## src/gcts_pkg.sv

```systemverilog
`timescale 1ns / 1ps
// shared types, codes and sizes for the graph coloring tabu search block
// no dependencies
package gcts_pkg;

  localparam int MAX_VERTICES = 512;
  localparam int MAX_COLORS   = 64;
  localparam int MAX_TIES     = 2048;

  localparam int CONFLICT_W  = 17;
  localparam int COUNT_W     = 10;
  localparam int TABU_W      = 32;
  localparam int TENURE_SPAN = 10;
  localparam logic [COUNT_W-1:0]    COUNT_MAX    = '1;
  localparam logic [CONFLICT_W-1:0] CONFLICT_MAX = '1;

  localparam int IN_W  = 48;
  localparam int OUT_W = 104;

  localparam logic CFG_VERTEX_COUNT = 1'b0;
  localparam logic CFG_COLOR_COUNT  = 1'b1;

  typedef enum logic [2:0] {
    MODE_LOAD_EDGE = 3'd0,
    MODE_SET_COLOR = 3'd1,
    MODE_PREPARE   = 3'd2,
    MODE_ITERATE   = 3'd3,
    MODE_READ      = 3'd4
  } mode_e;

  typedef enum logic [1:0] {
    STATUS_OK       = 2'd0,
    STATUS_NO_MOVE  = 2'd1,
    STATUS_DEG_FULL = 2'd2,
    STATUS_RANGE    = 2'd3
  } status_e;

  typedef enum logic [5:0] {
    ST_INIT, ST_IDLE, ST_DISPATCH,
    ST_E_RDB, ST_E_CHK, ST_E_WRB, ST_R_RD,
    ST_P_CLR, ST_P_VTX, ST_P_VTX2, ST_P_NB, ST_P_NB2, ST_P_NB3, ST_P_NB4, ST_P_FIN,
    ST_I_START, ST_I_VTX, ST_I_VTX2, ST_I_VTX3, ST_I_COL, ST_I_COL2, ST_I_DECIDE,
    ST_I_MOD, ST_I_TIE, ST_I_TIE2, ST_I_APPLY, ST_I_TABU, ST_I_TABU2,
    ST_I_NB, ST_I_NB2, ST_I_NB3, ST_I_NB4, ST_I_NB5,
    ST_DONE
  } state_e;

  typedef struct packed {
    state_e step;
    logic   accept;
    logic   out_load;
  } cmd_t;

  typedef struct packed {
    logic [2:0] mode;
    logic       bad;
    logic       full;
    logic       sweep_end;
    logic       i_end;
    logic       k_end;
    logic       u_out;
    logic       here_zero;
    logic       j_end;
    logic       j_is_ci;
    logic       no_move;
    logic       mod_end;
  } sts_t;

  typedef struct packed {
    logic [31:0]           iter;
    logic                  solved;
    logic [5:0]            cout;
    logic [9:0]            delta;
    logic [5:0]            mc;
    logic [8:0]            mv;
    logic [CONFLICT_W-1:0] best;
    logic [CONFLICT_W-1:0] conflict;
    logic [1:0]            status;
  } res_t;

endpackage

```

## src/gcts_ctrl.sv

```systemverilog
`timescale 1ns / 1ps
// sequencer for the tabu search block: one state per datapath step
// depends on gcts_pkg
module gcts_ctrl (
  input  logic             clk_i,
  input  logic             rst_ni,
  input  logic             s_tvalid_i,
  input  logic             out_free_i,
  input  gcts_pkg::sts_t   sts_i,
  output gcts_pkg::cmd_t   cmd_o,
  output logic             s_tready_o
);

  gcts_pkg::state_e state_q, state_d;

  always_ff @(posedge clk_i or negedge rst_ni) begin
    if (!rst_ni) begin
      state_q <= gcts_pkg::ST_INIT;
    end else begin
      state_q <= state_d;
    end
  end

  always_comb begin
    state_d        = state_q;
    cmd_o.step     = state_q;
    cmd_o.accept   = 1'b0;
    cmd_o.out_load = 1'b0;
    s_tready_o     = 1'b0;
    case (state_q)
      gcts_pkg::ST_INIT: if (sts_i.sweep_end) state_d = gcts_pkg::ST_IDLE;
      gcts_pkg::ST_IDLE: begin
        s_tready_o = 1'b1;
        if (s_tvalid_i) begin
          cmd_o.accept = 1'b1;
          state_d = gcts_pkg::ST_DISPATCH;
        end
      end
      gcts_pkg::ST_DISPATCH: begin
        case (sts_i.mode)
          gcts_pkg::MODE_LOAD_EDGE:
            state_d = sts_i.bad ? gcts_pkg::ST_DONE : gcts_pkg::ST_E_RDB;
          gcts_pkg::MODE_PREPARE: state_d = gcts_pkg::ST_P_CLR;
          gcts_pkg::MODE_ITERATE: state_d = gcts_pkg::ST_I_START;
          gcts_pkg::MODE_READ:
            state_d = sts_i.bad ? gcts_pkg::ST_DONE : gcts_pkg::ST_R_RD;
          default: state_d = gcts_pkg::ST_DONE;
        endcase
      end
      gcts_pkg::ST_E_RDB: state_d = gcts_pkg::ST_E_CHK;
      gcts_pkg::ST_E_CHK: state_d = sts_i.full ? gcts_pkg::ST_DONE : gcts_pkg::ST_E_WRB;
      gcts_pkg::ST_E_WRB: state_d = gcts_pkg::ST_DONE;
      gcts_pkg::ST_R_RD:  state_d = gcts_pkg::ST_DONE;
      gcts_pkg::ST_P_CLR: if (sts_i.sweep_end) state_d = gcts_pkg::ST_P_VTX;
      gcts_pkg::ST_P_VTX:
        state_d = sts_i.i_end ? gcts_pkg::ST_P_FIN : gcts_pkg::ST_P_VTX2;
      gcts_pkg::ST_P_VTX2: state_d = gcts_pkg::ST_P_NB;
      gcts_pkg::ST_P_NB:
        state_d = sts_i.k_end ? gcts_pkg::ST_P_VTX : gcts_pkg::ST_P_NB2;
      gcts_pkg::ST_P_NB2:
        state_d = sts_i.u_out ? gcts_pkg::ST_P_NB : gcts_pkg::ST_P_NB3;
      gcts_pkg::ST_P_NB3: state_d = gcts_pkg::ST_P_NB4;
      gcts_pkg::ST_P_NB4: state_d = gcts_pkg::ST_P_NB;
      gcts_pkg::ST_P_FIN: state_d = gcts_pkg::ST_DONE;
      gcts_pkg::ST_I_START: state_d = gcts_pkg::ST_I_VTX;
      gcts_pkg::ST_I_VTX:
        state_d = sts_i.i_end ? gcts_pkg::ST_I_DECIDE : gcts_pkg::ST_I_VTX2;
      gcts_pkg::ST_I_VTX2: state_d = gcts_pkg::ST_I_VTX3;
      gcts_pkg::ST_I_VTX3:
        state_d = sts_i.here_zero ? gcts_pkg::ST_I_VTX : gcts_pkg::ST_I_COL;
      gcts_pkg::ST_I_COL: begin
        if (sts_i.j_end) begin
          state_d = gcts_pkg::ST_I_VTX;
        end else if (!sts_i.j_is_ci) begin
          state_d = gcts_pkg::ST_I_COL2;
        end
      end
      gcts_pkg::ST_I_COL2: state_d = gcts_pkg::ST_I_COL;
      gcts_pkg::ST_I_DECIDE:
        state_d = sts_i.no_move ? gcts_pkg::ST_DONE : gcts_pkg::ST_I_MOD;
      gcts_pkg::ST_I_MOD: if (sts_i.mod_end) state_d = gcts_pkg::ST_I_TIE;
      gcts_pkg::ST_I_TIE:   state_d = gcts_pkg::ST_I_TIE2;
      gcts_pkg::ST_I_TIE2:  state_d = gcts_pkg::ST_I_APPLY;
      gcts_pkg::ST_I_APPLY: state_d = gcts_pkg::ST_I_TABU;
      gcts_pkg::ST_I_TABU:  state_d = gcts_pkg::ST_I_TABU2;
      gcts_pkg::ST_I_TABU2: state_d = gcts_pkg::ST_I_NB;
      gcts_pkg::ST_I_NB:
        state_d = sts_i.k_end ? gcts_pkg::ST_DONE : gcts_pkg::ST_I_NB2;
      gcts_pkg::ST_I_NB2:
        state_d = sts_i.u_out ? gcts_pkg::ST_I_NB : gcts_pkg::ST_I_NB3;
      gcts_pkg::ST_I_NB3: state_d = gcts_pkg::ST_I_NB4;
      gcts_pkg::ST_I_NB4: state_d = gcts_pkg::ST_I_NB5;
      gcts_pkg::ST_I_NB5: state_d = gcts_pkg::ST_I_NB;
      gcts_pkg::ST_DONE: begin
        if (out_free_i) begin
          cmd_o.out_load = 1'b1;
          state_d = gcts_pkg::ST_IDLE;
        end
      end
      default: state_d = gcts_pkg::ST_IDLE;
    endcase
  end

endmodule

```

## config.mk

```make
export PLATFORM = sky130hd
export DESIGN_NAME = gcts_ctrl
export DESIGN_NICKNAME = d
export VERILOG_FILES = /design/src/gcts_pkg.sv /design/src/gcts_ctrl.sv
export SDC_FILE = /design/constraint.sdc
export NUM_CORES = 1
export LEC_CHECK = 0
export ABC_CLOCK_PERIOD_IN_PS = 2340
export BUFFER_PORTS_ARGS = -buffer_cell sky130_fd_sc_hd__buf_2
export CELL_PAD_IN_SITES_DETAIL_PLACEMENT = 1
export CELL_PAD_IN_SITES_GLOBAL_PLACEMENT = 1
export CORE_ASPECT_RATIO = 0.7
export CORE_MARGIN = 4
export CORE_UTILIZATION = 38
export DETAILED_ROUTE_END_ITERATION = 10
export PLACE_DENSITY = 0.77
export SLEW_MARGIN = 15
export SYNTH_ARGS = -nofsm -noshare
export SYNTH_HDL_FRONTEND = slang
export SYNTH_SLANG_ARGS = --single-unit
```

## constraint.sdc

```tcl
create_clock -name clk_i -period 2.34 [get_ports clk_i]
set_input_delay 0.468 -clock clk_i [delete_from_list [all_inputs] [get_ports clk_i]]
set_output_delay 0.468 -clock clk_i [all_outputs]
set_load 0.03 [all_outputs]
```

==> run summary, run 1 <==
Primary FF master, synth -> dfrtp_1
Pin count of the biggest net entering global routing -> 24
Reg area -> 150 sq um
Hold_buf cts -> 0
Nets -> 175
Worst Path Class, Setup -> register to output pin
Count of different cell masters after synthesis -> 52
# clock sinks -> 6
Synthesized flop and latch total -> 6
Clk root buf -> clkbuf_8
CP Capture Type -> output pin
Initial DRT Pass Iterations -> 4
Grt ovf -> 0
I/O pin count -> 27
Routed WL per cell -> 19.3 um
Slew Viols, Final -> 0
Drt total wl -> 3650 um
Leakage -> 0.503 nW
Pre-CTS WS -> 0.311 ns
Status -> completed
Yosys top cell by area -> dfrtp_1
Mapped Avg Cell Area -> 8.10 sq um
Worst Path Required -> 1.87 ns
First-pass GRT wire length -> 5970 um
Antenna violations before repair -> 0
Row count -> 15
Antenna-violating nets left -> 0
Most frequent cell after synthesis -> nor2_1
Relative slew margins -> 60.2%
Sequential area share after synthesis -> 14.4%
Initial DRC count -> 116
Core area -> 2530 sq um
Final setup viols -> 0
Biggest regs -> state_q: 6 flops
Hold Vio Cnt, Final -> 0
CTS resizes -> 0
Htree depth -> 1
Syn Inst Count -> 129
Cell area power density -> 1160 nW/um^2
RSZ-0062 raised after global routing -> no
Max reg flops -> 6
Number of global-route vias before repair -> 1187
Post-Route Setup TNS -> 0 ns
Die H -> 51.9 um
Via count -> 1178
Post-detail-place hpwl -> 2780 um
Starting density of the core -> 41.2%
Gr usage total -> 20.7%
Crit-path max FO -> 18
Worst setup margin -> 0.161 ns
Asr flop ratio synth -> 100%
Fillers -> 343
Die area -> 3670 sq um
Worst setup SP type -> register
Synth cell count leaders -> nor2_1, clkbuf_8, nor3_1
Worst skew pair latency -> 0.23 ns
Max clock buf depth -> 2
Clk_skew -> 0.00288 ns
Die width -> 70.7 um
Max_cap viols -> 0
Post-synth top area share -> 14.4%
Cell area after synthesis -> 1040 sq um
Share of layout cells above drive strength 1 -> 33.5%
Mapped Nets -> 147
Fmax -> 459 MHz
Number of remaining DRC errors -> 0
Reg clk slew, reported paths -> 0.04 ns
Crit share post-route -> 93.1%
Total setup buffers inserted after CTS -> 0
Area grow syn2layout -> 14.9%
Least-Margin Pin Slew -> 0.598 ns
Area of the multi-input gates -> 746 sq um
Hold slack -> 0.0594 ns
Worst min path class -> primary input to async pin
# diodes -> 0
DR vias/cell -> 6.23
Most flop-heavy register -> state_q
Synth top area cells -> dfrtp_1, clkbuf_8, nor2_1
Peak supply drop -> 0.404 mV
RePlAce Congestion -> 0.915
EDFF count, synth -> 0
CP arrival -> 1.71 ns
Fin crit period -> 2.18 ns
Count of input and output buffers -> 26
CTS tree -> built
Yosys warnings -> 0
CTS Buf Count -> 3
[critical path, cell delays in order, from the launching register on]
cell     delay, ns
dfrtp_1       0.59
or2b_2        0.45
nor2_2        0.12
and2_1        0.12
buf_2         0.19
[stage by stage]
step / total power [W] / instance area [sq um] / cells / utilization (%)
6_report: 0.00139 / 1200 / 189 / 47.4
5_1_grt: 0.00148 / 1200 / 189 / 47.4
4_1_cts: 0.00138 / 1200 / 189 / 47.4
3_5_place_dp: 0.00121 / 1160 / 186 / 45.7
3_3_place_gp: 0.00118 / 1160 / 186 / 45.7
2_1_floorplan: 0.00102 / 1050 / 129 / -
[logic make-up (layout without fill, tap and decap cells)]
group / Yosys count / in the layout / synth area share [%]
buf+inv: 17 / 43 / 14.5
flops: 6 / 6 / 14.4
simple gates: 64 / 64 / 38.7
xor+xnor: 2 / 2 / 1.68
mux: 2 / 2 / 2.16
compound gates: 38 / 38 / 28.6
[path summary, 6_finish.rpt]
| kind | startpoint | endpoint | slack, ns | depth (start not counted) |
|---|---|---|---|---|
| setup / recovery | state_q[1] | cmd_o[1] | 0.16 | 4 |
| hold / removal | rst_ni | state_q[2] | 0.06 | 1 |
| setup reg to reg | state_q[0] | state_q[1] | 0.27 | 6 |
| hold reg to reg | state_q[5] | state_q[4] | 0.65 | 1 |
| max in group asynchronous | rst_ni | state_q[4] | 2.13 | 1 |
| min in group clk_i | out_free_i | state_q[5] | 0.62 | 3 |
[area by class of cell]
type                    instances  area share (%)
flip-flops and latches          6            12.5
repair buffers                 36            17.1
clock buffers                   3            3.44
well taps                      34            3.55
multi-input cells             106            62.1
inverters                       4            1.25
[routing by layer]
layer / up-vias / part of all wire (%) / global-route usage (%)
li1: 555 / - / -
met1: 578 / 47 / 28.4
met2: 39 / 45 / 33.5
met3: 6 / 6.2 / 2.90
met4: 0 / 1.8 / 6.88
met5: - / 0 / 0
[where the power goes]
group          total [W]  internal (W)  switching (W)
registers       0.000235      0.000138      0.0000969
logic           0.000988      0.000412       0.000575
clock network   0.000166      0.000111      0.0000547
[cell usage in the layout (no fill, tap or decap), types with 2 or more instances in the layout]
master	n
a21o_1	3
nand2_1	5
nand3_1	2
nand4_1	5
dfrtp_1	6
o32a_1	2
o211ai_1	2
inv_1	4
nor4b_1	3
nor2b_1	3
nor4bb_1	2
a32o_1	2
nand2b_1	3
and2b_2	2
or2b_2	2
a32oi_1	2
nand3b_1	3
a21boi_0	2
clkbuf_8	3
buf_2	26
o2111ai_1	2
xnor2_1	2
nor3_1	7
o21ai_0	6
mux2_1	2
a21oi_1	4
or3b_2	2
a31oi_1	2
buf_4	10
nor4_1	5
nor2_1	10
(Power assumes the default switching activity.)
==> inputs of run 2 (changes only) <==
Settings changed: ABC_AREA set to 1, CORE_UTILIZATION 38 to 34, PLACE_DENSITY 0.77 to 0.78.
==> run summary, run 2 <==
Crit-path max FO -> 8 (-10)
Crit path top cell by count -> nor2_1
Share of layout cells above drive strength 1 -> 22.1% (-11 points)
Status -> completed
Worst min path class -> primary input to async pin
Synthesized flop and latch total -> 6 (unchanged)
Fin util -> 42.9% (-4.5 points)
Fmax -> 478 MHz (+4.2%)
CTS tree -> built
Die width -> 72.9 um (+3.1%)
Uppermost routed layer -> met4
Synth top area cells -> nand2_1, dfrtp_1, nand3_1
Hold Vio Cnt, Final -> 0 (unchanged)
Crit-path cells -> inv_1, nand2_1, nor2_1, nand2_2, nor2_1, buf_2
Yosys warnings -> 0 (unchanged)
Number of global-route vias before repair -> 1425 (+20%)
Die area -> 3890 sq um (+6.1%)
Primary FF master, synth -> dfrtp_1
Critical Path Max Stage Delay -> 0.47 ns (-0.12 ns)
Mapped Avg Cell Area -> 5.27 sq um (-35%)
Clk root buf -> clkbuf_8
CP Capture Type -> output pin
Pre-CTS WS -> 0.483 ns (+0.172 ns)
Peak supply drop -> 0.324 mV (-20%)
Die H -> 53.4 um (+2.9%)
Reg area -> 150 sq um (unchanged)
Cell area after synthesis -> 1000 sq um (-4.2%)
DR vias/cell -> 5.47 (-12%)
Initial DRC count -> 150 (+29%)
Max clock buf depth -> 2 (unchanged)
Post-Route Setup TNS -> 0 ns (unchanged)
Commonest non-fill, non-tap cell in the layout -> nand2_1
Max reg flops -> 6 (unchanged)
Slowest CP cell -> dfrtp_1
Synth cell count leaders -> nand2_1, nor2_1, nand3_1
First-pass GRT wire length -> 6860 um (+15%)
RSZ-0062 raised after global routing -> no
Antenna violations before repair -> 0 (unchanged)
CTS resizes -> 0 (unchanged)
Initial DRT Pass Iterations -> 4 (unchanged)
Routed WL per cell -> 16.7 um (-14%)
Cell family with most CP delay -> simple AND/OR/NAND/NOR gates
Cell area power density -> 1090 nW/um^2 (-5.8%)
Worst skew pair latency -> 0.22 ns (about the same)
Biggest regs -> state_q: 6 flops
Most flop-heavy register -> state_q
Most frequent cell after synthesis -> nand2_1
Sequential area share after synthesis -> 15.0% (+0.63 points)
Total setup buffers inserted after CTS -> 0 (unchanged)
Via count -> 1384 (+17%)
# clock sinks -> 6 (unchanged)
I/O pin count -> 27 (unchanged)
Drt total wl -> 4230 um (+16%)
Wire length on met3 -> 268 um (+18%)
Antenna-violating nets left -> 0 (unchanged)
Hold slack -> 0.0617 ns (+0.00232 ns)
# diodes -> 0 (unchanged)
Row count -> 16 (+1)
Leakage -> 0.742 nW (+47%)
Clk_skew -> 0.00150 ns (-0.00137 ns)
Number of remaining DRC errors -> 0 (unchanged)
Most frequent cells in the layout -> nand2_1, nor2_1, nand3_1
Starting density of the core -> 35.7% (-5.5 points)
Post-synth top area share -> 22.1% (+7.8 points)
RePlAce Congestion -> 1.03 (+12%)
Syn Inst Count -> 190 (+47%)
Area grow syn2layout -> 20.0%
Worst setup margin -> 0.248 ns (+0.0872 ns)
Grt ovf -> 0 (unchanged)
Relative slew margins -> 64.1% (+4.0 points)
Overall Power -> 0.00131 W (-5.7%)
Met2 WL post-DR -> 1990 um (+20%)
Mapped Nets -> 208 (+41%)
Reg clk slew, reported paths -> 0.04 ns (about the same)
Worst reg2reg path depth -> 10 (+4)
WL met1 -> 1940 um (+14%)
Gr usage total -> 23.6% (+2.9 points)
Count of different cell masters after synthesis -> 24 (-54%)
Post-detail-place hpwl -> 3590 um (+29%)
Core area -> 2800 sq um (+11%)
Reg2reg start -> state_q[1]
Pin count of the biggest net entering global routing -> 13 (-46%)
Worst setup SP type -> register
Reg2Reg Setup Slack -> 0.45 ns (+0.18 ns)
CTS Buf Count -> 3 (unchanged)
Buffers and inverters on the worst path -> 2 (+1)
Least-Margin Pin Slew -> 0.537 ns (-0.0603 ns)
Hold_buf cts -> 0 (unchanged)
Count of input and output buffers -> 26 (unchanged)
Worst Path Class, Setup -> register to output pin
Htree depth -> 1 (unchanged)
Asr flop ratio synth -> 100% (unchanged)
Slew Viols, Final -> 0 (unchanged)
Nets -> 237 (+35%)
CP arrival -> 1.62 ns (-0.09 ns)
Fin crit period -> 2.09 ns (-0.0872 ns)
Max_cap viols -> 0 (unchanged)
EDFF count, synth -> 0 (unchanged)
Final setup viols -> 0 (unchanged)
Area of the multi-input gates -> 752 sq um (+0.84%)
Yosys top cell by area -> nand2_1
FF-to-FF End -> state_q[0]
Crit share post-route -> 89.4% (-3.7 points)
Fillers -> 435 (+27%)
Worst Path Required -> 1.87 ns (about the same)
==> run 2: changes by cell type in the layout (fill, tap and decap cells not counted), sizes merged, moves of 5 or more <==
cell / change
nand2: +56
nor4: -5
nand3: +25
buf: -10
nor2: +31
inv: +18
==> run 2: worst register-to-register path, stage by stage, from the launching register on <==
cell and delay, ns:
dfrtp_1 0.47, nor2_2 0.48, nand3_1 0.25, nand2_1 0.13, nor2_1 0.05, nand2_1 0.10, nor2_1 0.05, nand2_1 0.05
nand2_1 0.07, nand2_1 0.06, nand2_1 0.06
==> run 2: kinds of logic (layout without fill, tap and decap cells) <==
kind of cell / count (synthesis) / count (layout) / share of synthesized area (%)
AND/OR/NAND/NOR: 141 / 141 / 63.3
buffers and inverters: 24 / 51 / 9.87
AO/OA/AOI/OAI: 19 / 19 / 11.9
flip-flops: 6 / 6 / 15.0
==> run 2: worst max path at each step <==
stage / from / to / cells past startpoint
5_1_grt: state_q[1] / cmd_o[1] / 6
2_1_floorplan: state_q[1] / cmd_o[1] / 5
3_3_place_gp: state_q[1] / state_q[0] / 10
4_1_cts: state_q[2] / cmd_o[1] / 6
3_5_place_dp: state_q[1] / state_q[0] / 10
6_report: state_q[1] / cmd_o[1] / 6
==> run 2: through the flow <==
stage,std cells,instance area [sq um]
5_1_grt,253,1200
6_report,253,1200
4_1_cts,253,1200
3_5_place_dp,250,1160
2_1_floorplan,190,1000
3_3_place_gp,250,1160
==> run 2: cell type report <==
type                       instances  share of cell area, %
inverter                          22                   6.88
clock buffer                       3                   3.44
sequential                         6                   12.5
timing repair buffer              26                   10.8
multi-input combinational        160                   62.6
tap                               36                   3.75
==> run 2: where the power goes <==
group / internal (W) / switching [W]
registers: 0.000144 / 0.0000740
clock network: 0.000111 / 0.0000467
logic: 0.000257 / 0.000678
==> run 2: per-layer routing <==
metal | vias up | GRT usage, %
met5 | - | 0
met4 | 0 | 7.06
met3 | 5 | 1.90
met2 | 49 | 39.7
met1 | 655 | 32.0
li1 | 675 | -
==> inputs of run 3 (changes only) <==
Settings changed: MAX_ROUTING_LAYER set to met4.
==> run summary, run 3 (synthesis gave the netlist of run 2 again) <==
CTS resizes -> 0 (unchanged)
Slew Viols, Final -> 0 (unchanged)
Crit-path max FO -> 8 (unchanged)
FF-to-FF End -> state_q[0]
Routed WL per cell -> 16.9 um (+1.2%)
Nets -> 237 (unchanged)
Cell area power density -> 1100 nW/um^2 (+0.68%)
Reg2Reg Setup Slack -> 0.42 ns (-0.03 ns)
CP arrival -> 1.61 ns (about the same)
DR vias/cell -> 5.51 (+0.79%)
Biggest regs -> state_q: 6 flops
Fillers -> 426 (-2.1%)
Worst min path class -> primary input to async pin
Initial DRT Pass Iterations -> 4 (unchanged)
Least-Margin Pin Slew -> 0.539 ns (+0.00158 ns)
Peak supply drop -> 0.412 mV (+27%)
Status -> completed
Final setup viols -> 0 (unchanged)
Hold Vio Cnt, Final -> 0 (unchanged)
Worst Path Class, Setup -> register to output pin
Antenna violations before repair -> 0 (unchanged)
Row count -> 16 (unchanged)
First-pass GRT wire length -> 6980 um (+1.7%)
Worst setup SP type -> register
Reg clk slew, reported paths -> 0.04 ns (about the same)
RePlAce Congestion -> 1.05 (+1.9%)
Relative slew margins -> 64.0% (-0.11 points)
Count of input and output buffers -> 26 (unchanged)
Area grow syn2layout -> 20.0% (unchanged)
Post-detail-place hpwl -> 3600 um (+0.18%)
Max reg flops -> 6 (unchanged)
Overall Power -> 0.00132 W (+0.68%)
# diodes -> 0 (unchanged)
# clock sinks -> 6 (unchanged)
Drt total wl -> 4280 um (+1.2%)
Worst setup margin -> 0.264 ns (+0.0153 ns)
Fin crit period -> 2.08 ns (-0.0153 ns)
Leakage -> 0.742 nW (unchanged)
Core area -> 2800 sq um (unchanged)
Most flop-heavy register -> state_q
Max_cap viols -> 0 (unchanged)
Die area -> 3890 sq um (unchanged)
Htree depth -> 1 (unchanged)
Clock share of power -> 12.1% (about the same)
Die width -> 72.9 um (unchanged)
Sw Ratio -> 61.2% (+0.25 points)
Pin count of the biggest net entering global routing -> 13 (unchanged)
Reg2reg start -> state_q[1]
CTS tree -> built
Commonest non-fill, non-tap cell in the layout -> nand2_1
Initial DRC count -> 100 (-33%)
Crit share post-route -> 88.7% (-0.65 points)
Worst Path Required -> 1.87 ns (about the same)
CP Capture Type -> output pin
CTS Buf Count -> 3 (unchanged)
Pre-CTS WS -> 0.466 ns (-0.0178 ns)
Total setup buffers inserted after CTS -> 0 (unchanged)
Post-Route Setup TNS -> 0 ns (unchanged)
# placed instances -> 250 (unchanged)
I/O pin count -> 27 (unchanged)
Fmax -> 482 MHz (+0.74%)
Share of layout cells above drive strength 1 -> 22.1% (unchanged)
Starting density of the core -> 35.7% (unchanged)
Clk_skew -> 0.00177 ns (+0.000264 ns)
Via count -> 1395 (+0.79%)
Most frequent cells in the layout -> nand2_1, nor2_1, nand3_1
Clk root buf -> clkbuf_8
Hold_buf cts -> 0 (unchanged)
Number of remaining DRC errors -> 0 (unchanged)
Power Internal -> 0.000511 W (about the same)
Gr usage total -> 24.6% (+1.0 points)
Worst reg2reg path depth -> 9 (-1)
Number of global-route vias before repair -> 1410 (-1.1%)
Die H -> 53.4 um (unchanged)
Switching power -> 0.000807 W (+1.1%)
Grt ovf -> 0 (unchanged)
Flop pwr share -> 16.5% (about the same)
Logic pwr share -> 71.4% (about the same)
Antenna-violating nets left -> 0 (unchanged)
Max clock buf depth -> 2 (unchanged)
RSZ-0062 raised after global routing -> no
Worst skew pair latency -> 0.23 ns (about the same)
Final cell count without fillers -> 253 (unchanged)
## run 3: cell counts in the layout (fill, tap and decap cells not counted)
Identical to the previous run, type by type.
## run 3: final cells by class
cell class	instances	area (sq um)	share of cell area, %
clock buffers	3	41.3	3.44
flip-flops and latches	6	150	12.5
inverters	22	82.6	6.88
multi-input cells	160	752	62.6
well taps	36	45.0	3.75
repair buffers	26	130	10.8
## run 3: critical path: stages, from the launching register on
cell and delay [ns]:
dfrtp_1 0.47, inv_1 0.14, nand2_1 0.09, nor2_1 0.25
nand2_2 0.13, nor2_1 0.11, buf_2 0.20
## run 3: worst max-delay path by stage
stage / startpoint / endpoint / slack [ns] / cells past startpoint
after floorplan: state_q[1] / cmd_o[1] / 0.40 / 5
after global placement: state_q[1] / state_q[0] / 0.58 / 10
after detailed placement: state_q[1] / state_q[0] / 0.47 / 9
after CTS: state_q[4] / cmd_o[1] / 0.28 / 4
after global routing: state_q[1] / cmd_o[1] / 0.10 / 6
final: state_q[1] / cmd_o[1] / 0.26 / 6
## run 3: layer usage
layer	wire length, um	GRT usage (%)	part of all wire [%]
met3	266	2.47	6.2
met5	0	-	0
met2	2000	40.9	47
met1	1930	31.8	45
met4	73	7.36	1.7
## run 3: power groups by stage
| stage | registers (W) | clock network (W) | logic, W |
|---|---|---|---|
| after detailed placement | 0.000214 | 0 | 0.000929 |
| after global routing | 0.000226 | 0.000172 | 0.00104 |
| after CTS | 0.000215 | 0.000161 | 0.000934 |
| after floorplan | 0.000270 | 0 | 0.000599 |
| final | 0.000217 | 0.000160 | 0.000942 |
| after global placement | 0.000209 | 0 | 0.000895 |
## run 3: stage by stage
stage	area [sq um]	hold WS (ns)	utilization [%]
global placement	1160	0.295	41.4
finish	1200	0.0593	42.9
floorplan	1000	0.172	-
detailed placement	1160	0.300	41.4
CTS	1200	0.0610	42.9
global route	1200	0.0575	42.9
